`src/sv/rta_pkg.sv`:
```
// shared constants, register indexes and helpers for the raster to tile address scatter
package rta_pkg;

    localparam int ADDR_BITS_DEF = 24;
    localparam int ADDR_OUT_W    = 24;
    localparam int PIX_W         = 8;
    localparam int CFG_IDX_W     = 3;
    localparam int CFG_DATA_W    = 13;

    localparam logic [CFG_IDX_W-1:0] REG_VALUE_MASK    = 3'd0;
    localparam logic [CFG_IDX_W-1:0] REG_BLOCK_WIDTH   = 3'd1;
    localparam logic [CFG_IDX_W-1:0] REG_BLOCK_HEIGHT  = 3'd2;
    localparam logic [CFG_IDX_W-1:0] REG_BLOCKS_ACROSS = 3'd3;
    localparam logic [CFG_IDX_W-1:0] REG_ROW_SHIFT     = 3'd4;
    localparam logic [CFG_IDX_W-1:0] REG_ROW_MASK      = 3'd5;
    localparam logic [CFG_IDX_W-1:0] REG_FRAME_WIDTH   = 3'd6;
    localparam logic [CFG_IDX_W-1:0] REG_FRAME_HEIGHT  = 3'd7;

    localparam logic [7:0]  RST_VALUE_MASK    = 8'd255;
    localparam logic [8:0]  RST_BLOCK_WIDTH   = 9'd8;
    localparam logic [8:0]  RST_BLOCK_HEIGHT  = 9'd8;
    localparam logic [9:0]  RST_BLOCKS_ACROSS = 10'd80;
    localparam logic [3:0]  RST_ROW_SHIFT     = 4'd3;
    localparam logic [7:0]  RST_ROW_MASK      = 8'd7;
    localparam logic [12:0] RST_FRAME_WIDTH   = 13'd640;
    localparam logic [12:0] RST_FRAME_HEIGHT  = 13'd480;

    // zero acts as one, large values saturate
    function automatic logic [12:0] f_clamp(input logic [12:0] v, input logic [12:0] vmax);
        logic [12:0] r;
        begin
            if (v == 13'd0) begin
                r = 13'd1;
            end else if (v > vmax) begin
                r = vmax;
            end else begin
                r = v;
            end
            return r;
        end
    endfunction

endpackage

```
`src/sv/rta_if.sv`:
```
// request channel interfaces: pixel input, address result and register write
interface rta_pix_if;
    import rta_pkg::*;
    logic             valid;
    logic             ready;
    logic [PIX_W-1:0] pixel;
    modport source (output valid, output pixel, input ready);
    modport sink   (input valid, input pixel, output ready);
endinterface

interface rta_res_if;
    import rta_pkg::*;
    logic                  valid;
    logic                  ready;
    logic [ADDR_OUT_W-1:0] write_address;
    logic [PIX_W-1:0]      write_value;
    logic                  frame_end;
    modport source (output valid, output write_address, output write_value,
                    output frame_end, input ready);
    modport sink   (input valid, input write_address, input write_value,
                    input frame_end, output ready);
endinterface

interface rta_cfg_if;
    import rta_pkg::*;
    logic                  valid;
    logic                  ready;
    logic [CFG_IDX_W-1:0]  index;
    logic [CFG_DATA_W-1:0] data;
    modport source (output valid, output index, output data, input ready);
    modport sink   (input valid, input index, input data, output ready);
endinterface

```
`src/sv/raster_to_tile_address_scatter.sv`:
```
// top level: raster pixel stream to tiled buffer write address and masked value
//
// i_pix carries one 8-bit pixel per request in raster order. o_res returns one
// request per pixel with its tiled buffer address, the pixel ANDed with the
// value mask, and frame_end set on the last pixel of the frame. i_cfg writes
// the eight size and mask registers by index and is always ready; write only
// while no pixel is in flight.
// Running row, column and block counters advance when a pixel is accepted.
// The position is then registered with the masked pixel, and the address goes
// through the register stages for the products of the sizes, block index times
// block size and the final add, which drives o_res. Throughput is one pixel per
// cycle while o_res.ready stays high, set by the counter update; each stage
// holds only when its successor is full and stalled, so bubbles are absorbed
// and a stalled receiver backs up the pipeline stage by stage until i_pix.ready drops.
// Reset clears the counters and valid flags and loads the default registers
// (8x8 blocks, 80 blocks across, 640x480 frame).
module raster_to_tile_address_scatter #(
    parameter int ADDR_BITS = rta_pkg::ADDR_BITS_DEF
) (
    input  logic  i_clk,
    input  logic  i_rst_n,
    rta_pix_if.sink   i_pix,
    rta_cfg_if.sink   i_cfg,
    rta_res_if.source o_res
);
    import rta_pkg::*;

    localparam int AW = ADDR_BITS;
    localparam int XW = (AW > ADDR_OUT_W) ? AW : ADDR_OUT_W;

    // configuration
    logic [7:0]  r_value_mask;
    logic [8:0]  r_block_width;
    logic [8:0]  r_block_height;
    logic [9:0]  r_blocks_across;
    logic [3:0]  r_row_shift;
    logic [7:0]  r_row_mask;
    logic [12:0] r_frame_width;
    logic [12:0] r_frame_height;

    // running position
    logic [11:0] r_row, n_row;
    logic [11:0] r_col, n_col;
    logic [8:0]  r_bcol, n_bcol;
    logic [7:0]  r_off, n_off;

    // pipeline
    logic        r_v1, r_v2, r_v3, r_vo;
    logic [11:0] r_s1_row;
    logic [8:0]  r_s1_bcol;
    logic [7:0]  r_s1_off;
    logic [7:0]  r_s1_val;
    logic        r_s1_end;
    logic [21:0] r_s2_a;
    logic [8:0]  r_s2_bcol;
    logic [16:0] r_s2_bs;
    logic [17:0] r_s2_lo;
    logic [7:0]  r_s2_val;
    logic        r_s2_end;
    logic [AW-1:0] r_s3_t;
    logic [17:0] r_s3_lo;
    logic [7:0]  r_s3_val;
    logic        r_s3_end;
    logic [AW-1:0] r_addr;
    logic [7:0]  r_val;
    logic        r_end;

    logic [8:0]  w_bw, w_bh;
    logic [9:0]  w_ba;
    logic [12:0] w_fw, w_fh;
    logic        w_block_done, w_row_done, w_frame_done;
    logic        w_en1, w_en2, w_en3, w_eno, w_fire;
    logic [11:0] w_rowhi;
    logic [21:0] w_a;
    logic [16:0] w_bs, w_rlo;
    logic [22:0] w_blk;
    logic [AW-1:0] w_t;
    logic [XW-1:0] w_addr_ext;

    assign w_bw = 9'(f_clamp(13'(r_block_width), 13'd256));
    assign w_bh = 9'(f_clamp(13'(r_block_height), 13'd256));
    assign w_ba = 10'(f_clamp(13'(r_blocks_across), 13'd512));
    assign w_fw = f_clamp(r_frame_width, 13'd4096);
    assign w_fh = f_clamp(r_frame_height, 13'd4096);

    assign w_eno = !r_vo || o_res.ready;
    assign w_en3 = !r_v3 || w_eno;
    assign w_en2 = !r_v2 || w_en3;
    assign w_en1 = !r_v1 || w_en2;
    assign i_pix.ready = w_en1;
    assign w_fire = i_pix.valid && w_en1;
    assign i_cfg.ready = 1'b1;

    // position counters
    always_comb begin
        w_block_done = (9'(r_off) + 9'd1) >= w_bw;
        w_row_done   = ((13'(r_col) + 13'd1) >= w_fw)
                    || (w_block_done && ((10'(r_bcol) + 10'd1) >= w_ba));
        w_frame_done = w_row_done && ((13'(r_row) + 13'd1) >= w_fh);
        n_row  = r_row;
        n_col  = r_col;
        n_bcol = r_bcol;
        n_off  = r_off;
        if (w_row_done) begin
            n_col  = 12'd0;
            n_bcol = 9'd0;
            n_off  = 8'd0;
            n_row  = w_frame_done ? 12'd0 : r_row + 12'd1;
        end else begin
            n_col = r_col + 12'd1;
            if (w_block_done) begin
                n_off  = 8'd0;
                n_bcol = r_bcol + 9'd1;
            end else begin
                n_off = r_off + 8'd1;
            end
        end
    end

    // stage arithmetic
    assign w_rowhi = r_s1_row >> r_row_shift;
    assign w_a     = 22'(w_rowhi) * 22'(w_ba);
    assign w_bs    = 17'(w_bw) * 17'(w_bh);
    assign w_rlo   = 17'(r_s1_row[7:0] & r_row_mask) * 17'(w_bw);
    assign w_blk   = 23'(r_s2_a) + 23'(r_s2_bcol);
    assign w_t     = AW'(w_blk) * AW'(r_s2_bs);

    always_ff @(posedge i_clk) begin
        if (!i_rst_n) begin
            r_value_mask    <= RST_VALUE_MASK;
            r_block_width   <= RST_BLOCK_WIDTH;
            r_block_height  <= RST_BLOCK_HEIGHT;
            r_blocks_across <= RST_BLOCKS_ACROSS;
            r_row_shift     <= RST_ROW_SHIFT;
            r_row_mask      <= RST_ROW_MASK;
            r_frame_width   <= RST_FRAME_WIDTH;
            r_frame_height  <= RST_FRAME_HEIGHT;
        end else if (i_cfg.valid) begin
            unique case (i_cfg.index)
                REG_VALUE_MASK:    r_value_mask    <= i_cfg.data[7:0];
                REG_BLOCK_WIDTH:   r_block_width   <= i_cfg.data[8:0];
                REG_BLOCK_HEIGHT:  r_block_height  <= i_cfg.data[8:0];
                REG_BLOCKS_ACROSS: r_blocks_across <= i_cfg.data[9:0];
                REG_ROW_SHIFT:     r_row_shift     <= i_cfg.data[3:0];
                REG_ROW_MASK:      r_row_mask      <= i_cfg.data[7:0];
                REG_FRAME_WIDTH:   r_frame_width   <= i_cfg.data;
                REG_FRAME_HEIGHT:  r_frame_height  <= i_cfg.data;
                default: ;
            endcase
        end
    end

    always_ff @(posedge i_clk) begin
        if (!i_rst_n) begin
            r_row  <= 12'd0;
            r_col  <= 12'd0;
            r_bcol <= 9'd0;
            r_off  <= 8'd0;
            r_v1   <= 1'b0;
            r_v2   <= 1'b0;
            r_v3   <= 1'b0;
            r_vo   <= 1'b0;
        end else begin
            if (w_fire) begin
                r_row  <= n_row;
                r_col  <= n_col;
                r_bcol <= n_bcol;
                r_off  <= n_off;
            end
            if (w_en1) r_v1 <= i_pix.valid;
            if (w_en2) r_v2 <= r_v1;
            if (w_en3) r_v3 <= r_v2;
            if (w_eno) r_vo <= r_v3;
        end
    end

    always_ff @(posedge i_clk) begin
        if (w_en1) begin
            r_s1_row  <= r_row;
            r_s1_bcol <= r_bcol;
            r_s1_off  <= r_off;
            r_s1_val  <= i_pix.pixel & r_value_mask;
            r_s1_end  <= w_frame_done;
        end
        if (w_en2) begin
            r_s2_a    <= w_a;
            r_s2_bcol <= r_s1_bcol;
            r_s2_bs   <= w_bs;
            r_s2_lo   <= 18'(w_rlo) + 18'(r_s1_off);
            r_s2_val  <= r_s1_val;
            r_s2_end  <= r_s1_end;
        end
        if (w_en3) begin
            r_s3_t   <= w_t;
            r_s3_lo  <= r_s2_lo;
            r_s3_val <= r_s2_val;
            r_s3_end <= r_s2_end;
        end
        if (w_eno) begin
            r_addr <= r_s3_t + AW'(r_s3_lo);
            r_val  <= r_s3_val;
            r_end  <= r_s3_end;
        end
    end

    assign w_addr_ext          = XW'(r_addr);
    assign o_res.valid         = r_vo;
    assign o_res.write_address = w_addr_ext[ADDR_OUT_W-1:0];
    assign o_res.write_value   = r_val;
    assign o_res.frame_end     = r_end;

endmodule
```
`src/flat_wrapper.sv`:
```
// flat-port wrapper written by rule: the top's interface ports become plain ports
module raster_to_tile_address_scatter_flat import rta_pkg::*;
#(
    parameter int ADDR_BITS = rta_pkg::ADDR_BITS_DEF
)
  (i_clk, i_rst_n, i_pix_valid, i_pix_pixel, i_pix_ready, i_cfg_valid, i_cfg_index, i_cfg_data, i_cfg_ready, o_res_valid, o_res_write_address, o_res_write_value, o_res_frame_end, o_res_ready);
  rta_pix_if i_pix_i ();
  rta_cfg_if i_cfg_i ();
  rta_res_if o_res_i ();
  input  logic i_clk;
  input  logic i_rst_n;
  input wire logic [$bits(i_pix_i.valid)-1:0] i_pix_valid;
  input wire logic [$bits(i_pix_i.pixel)-1:0] i_pix_pixel;
  output wire logic [$bits(i_pix_i.ready)-1:0] i_pix_ready;
  input wire logic [$bits(i_cfg_i.valid)-1:0] i_cfg_valid;
  input wire logic [$bits(i_cfg_i.index)-1:0] i_cfg_index;
  input wire logic [$bits(i_cfg_i.data)-1:0] i_cfg_data;
  output wire logic [$bits(i_cfg_i.ready)-1:0] i_cfg_ready;
  output wire logic [$bits(o_res_i.valid)-1:0] o_res_valid;
  output wire logic [$bits(o_res_i.write_address)-1:0] o_res_write_address;
  output wire logic [$bits(o_res_i.write_value)-1:0] o_res_write_value;
  output wire logic [$bits(o_res_i.frame_end)-1:0] o_res_frame_end;
  input wire logic [$bits(o_res_i.ready)-1:0] o_res_ready;
  assign i_pix_i.valid = i_pix_valid;
  assign i_pix_i.pixel = i_pix_pixel;
  assign i_pix_ready = i_pix_i.ready;
  assign i_cfg_i.valid = i_cfg_valid;
  assign i_cfg_i.index = i_cfg_index;
  assign i_cfg_i.data = i_cfg_data;
  assign i_cfg_ready = i_cfg_i.ready;
  assign o_res_valid = o_res_i.valid;
  assign o_res_write_address = o_res_i.write_address;
  assign o_res_write_value = o_res_i.write_value;
  assign o_res_frame_end = o_res_i.frame_end;
  assign o_res_i.ready = o_res_ready;
  raster_to_tile_address_scatter #(.ADDR_BITS(ADDR_BITS)) u_core (.i_clk(i_clk), .i_rst_n(i_rst_n), .i_pix(i_pix_i), .i_cfg(i_cfg_i), .o_res(o_res_i));
endmodule
```
`config.mk`:
```
export PLATFORM = sky130hd
export DESIGN_NAME = raster_to_tile_address_scatter_flat
export DESIGN_NICKNAME = d
export VERILOG_FILES = /design/src/sv/rta_pkg.sv /design/src/sv/rta_if.sv /design/src/sv/raster_to_tile_address_scatter.sv /design/src/flat_wrapper.sv
export SDC_FILE = /design/constraint.sdc
export NUM_CORES = 2
export LEC_CHECK = 0
export ABC_AREA = 1
export BUFFER_PORTS_ARGS = -buffer_cell sky130_fd_sc_hd__buf_4
export CAP_MARGIN = 20
export CORE_MARGIN = 5
export CORE_UTILIZATION = 35
export CTS_CLUSTER_SIZE = 12
export DETAILED_ROUTE_END_ITERATION = 16
export GPL_ROUTABILITY_DRIVEN = 0
export PLACE_DENSITY = 0.48
export SETUP_SLACK_MARGIN = 0.2
export SLEW_MARGIN = 10
export SYNTH_ARGS = -nofsm -noshare
export SYNTH_HDL_FRONTEND = slang
export SYNTH_SLANG_ARGS = --single-unit
```
`constraint.sdc`:
```
create_clock -name i_clk -period 8.8 [get_ports i_clk]
set_input_delay 0.44 -clock i_clk [delete_from_list [all_inputs] [get_ports i_clk]]
set_output_delay 0.44 -clock i_clk [all_outputs]
set_load 0.005 [all_outputs]
```
==> flow_metrics.tcl <==
set metrics [dict create \
    status "complete, no violations" \
    cp.arrival_ps 8110 \
    max_slew.worst_pin.slew_ps 1094 \
    drive_above_1_share 0.05224 \
    ir_drop_v 0.0001267 \
    antenna_found_initial 1 \
    finalSetupTns_ps 0 \
    cts-root-buf "clkbuf_16" \
    cts_max_path_buffers 3 \
    fillers 9337 \
    cts.sinks 316 \
    m1WireLength_um 37710 \
    finalSetupViolCount 0 \
    boundaryPins 65 \
    finalCritPeriodShare 0.8855 \
    reg2reg_slack_ps 1010 \
    syn_to_final_growth_pct 9.762 \
    crit_path_frequent_cell "fa_1" \
    postCtsSetupBuffers 0 \
    clock_skew_ps 30.00 \
    cts-resized-gates 0 \
    hold_violations 0 \
    drc 0 \
    ff_latch_area_sq_um 8298 \
    portBuffers 63 \
    hold_path_startpoint "i_cfg_data[11]" \
    drtIter0Drc 1149 \
    cts_max_level 2 \
    routed-wl-met2_um 37490 \
    drt_first_pass_iters 5 \
    detail-route-antenna-nets 0 \
    die_h_um 310.6 \
    cpPeakStageDelay_ps 640 \
    yosysWarnings 0 \
    wl_um 79950 \
    rsz0062_at_grt "no" \
    syn-num-nets 4463 \
    cp.required_ps 9120 \
    critPathKind "reg -> reg" \
    dp_hpwl_um 63710 \
    final_common_cell "inv_1" \
    initial_core_util 0.3520 \
    grt_pass1_wl_um 131400 \
    start_kind "flop" \
    clk_pin_slew_ps 60 \
    cpMaxStageDelayCell "xor2_1" \
    grt_pass1_vias 24280 \
    die_w_um 310.6 \
    synth_seq_cells 316 \
    num-nets-final 4511 \
    top_layer "met4" \
    p_leak_nw 17.51 \
    maxCapViolations 0 \
    reg2reg_from "u_core.r_s2_bcol[0]$_DFFE_PP_" \
    cts_tree "built" \
    holdPathStages 3 \
    crit_start "u_core.r_s2_bcol[0]$_DFFE_PP_" \
    netlist_area_sq_um 31630 \
    wl_met3_um 2902 \
    hold_buffers 0 \
    cp_num_buf_inv 6 \
    slew_violations 0 \
    rows 110 \
    setup_ws_ps 1008 \
    max_freq_mhz 128.3 \
    syn_inst 3790 \
    multi_input_area_sq_um 19980 \
    path_max_fanout 8 \
    viasPerCell 4.637 \
    grt_usage 0.1677 \
    fin_crit_ps 7792 \
    power.density_nw_per_um2 113.5 \
    avgSynthCellArea_sq_um 8.346 \
    numCtsBuffers 37 \
    dp_slack_ps 1022 \
    wl_per_cell_um 15.85 \
    clk_latency_ps 580 \
    cp-end-kind "flop" \
    core_sq_um 89870 \
    slew_headroom 0.2708 \
    crit_family "adder cells" \
    ys_types 54 \
    vias 23390 \
    seq_area_frac_synth 0.2623 \
    r2r_cells 27 \
    die_area_sq_um 96490 \
    grt_max_degree 99 \
    n_antenna_cell 0 \
    grt-ovfl-total 0 \
    hold_path.class "in -> reg" \
    cp.depth 27 \
    layout_common_cells "796 x inv_1, 787 x nand2_1, 410 x nor2_1" \
]
per-stage QoR:
stage,utilization,std cells,total power [W],hold slack [ps],area (sq um)
6_report,0.3863,5043,0.003941,114.5,34720
5_1_grt,0.3863,5043,0.004154,85.05,34720
4_1_cts,0.3863,5043,0.004008,76.91,34720
3_5_place_dp,0.3720,4975,0.002365,404.5,33440
3_3_place_gp,0.3720,4975,0.002361,401.8,33440
2_1_floorplan,-,3790,0.002132,400.3,31630
layer usage:
metal,track usage,vias to the layer above
met5,0,-
met4,0.03872,0
met3,0.02098,92
met2,0.2852,356
met1,0.2300,11140
li1,-,11800
worst register-to-register path: stages (launching register included):
cell,delay (ps)
edfxtp_1,330
ha_1,210
inv_1,70
fa_1,400
inv_1,110
nand2_1,110
a21oi_4,180
xor2_1,640
inv_1,310
nor2_1,210
fa_1,460
fa_1,510
fa_1,520
fa_1,530
fa_1,550
inv_1,50
fa_1,540
inv_1,40
ha_1,360
nand2_1,70
nor3_1,310
nand4_1,160
o311ai_0,520
inv_1,110
nand3_1,110
nand2_1,50
nand2_1,60
nand2_1,50
cell type report:
type	instances	share of cell area
Multi-Input combinational cell	2582	0.5754
Clock inverter	18	0.008324
Inverter	819	0.08858
Timing Repair Buffer	82	0.01773
Tap cell	1176	0.04238
Sequential cell	316	0.2390
Clock buffer	50	0.02865
state kept, by name (all words and copies together), names as in the netlist, 10 cells and up:
| name | flops |
|---|---|
| u_core.r_blocks_across | 10 |
| u_core.r_frame_height | 13 |
| u_core.o_res.write_address | 24 |
| u_core.r_s3_lo | 18 |
| u_core.r_col | 12 |
| u_core.r_s3_t | 24 |
| u_core.r_row | 12 |
| u_core.r_frame_width | 13 |
| u_core.r_s2_a | 22 |
| u_core.r_s2_bs | 17 |
| u_core.r_s2_lo | 18 |
| u_core.r_s1_row | 12 |
path summary, 6_finish.rpt:
path                                                               end
worst max-delay path                       u_core.r_s3_t[23]$_DFFE_PP_
worst min-delay path            u_core.r_frame_height[11]$_SDFFE_PN0P_
worst max register to register             u_core.r_s3_t[23]$_DFFE_PP_
worst min register to register             u_core.r_s3_lo[7]$_DFFE_PP_
Yosys cell counts (all sizes together):
cell type,n,area share
ha,273,0.11
o211a,1,0.00032
nand4,40,0.0079
xor2,107,0.030
o21ai,119,0.019
and2,3,0.00059
nor4,11,0.0022
buf,9,0.0014
a31oi,4,0.00079
o2111ai,2,0.00055
nand2,812,0.099
nor3,11,0.0017
clkinv,9,0.0011
conb,1,0.00012
edfxtp,197,0.19
o21a,1,0.00024
a21o,2,0.00047
nand3,138,0.023
a211oi,1,0.00024
or2,7,0.0014
inv,810,0.096
o211ai,12,0.0028
a21boi,6,0.0015
xnor2,35,0.0097
or4,2,0.00047
nand2b,1,0.00020
o311ai,3,0.00083
o31ai,2,0.00047
clkbuf,64,0.0076
mux2i,1,0.00032
nand3b,12,0.0032
fa,371,0.23
a21oi,169,0.027
o21bai,15,0.0036
nor2,419,0.051
and3,1,0.00020
dfxtp,119,0.075
kinds of logic after synthesis:
logic type | share of synthesized area
AOI/OAI and AO/OA | 0.05838
xor gates and xnor gates | 0.03932
adders and majority gates | 0.3428
buffers and inverters | 0.1062
DFF | 0.2623
muxes | 0.0003164
other | 0.0001185
and+or+nand+nor | 0.1906
power by group:
group / internal, W / total (W) / switching, W / leakage (nW)
combinational: 0.000213 / 0.000605 / 0.000392 / 13.6
sequential: 0.00166 / 0.00172 / 0.0000602 / 3.32
clock: 0.000957 / 0.00162 / 0.000660 / 0.619
total: 0.00283 / 0.00394 / 0.00111 / 17.5
No activity file was read; power rests on OpenSTA's default activity.
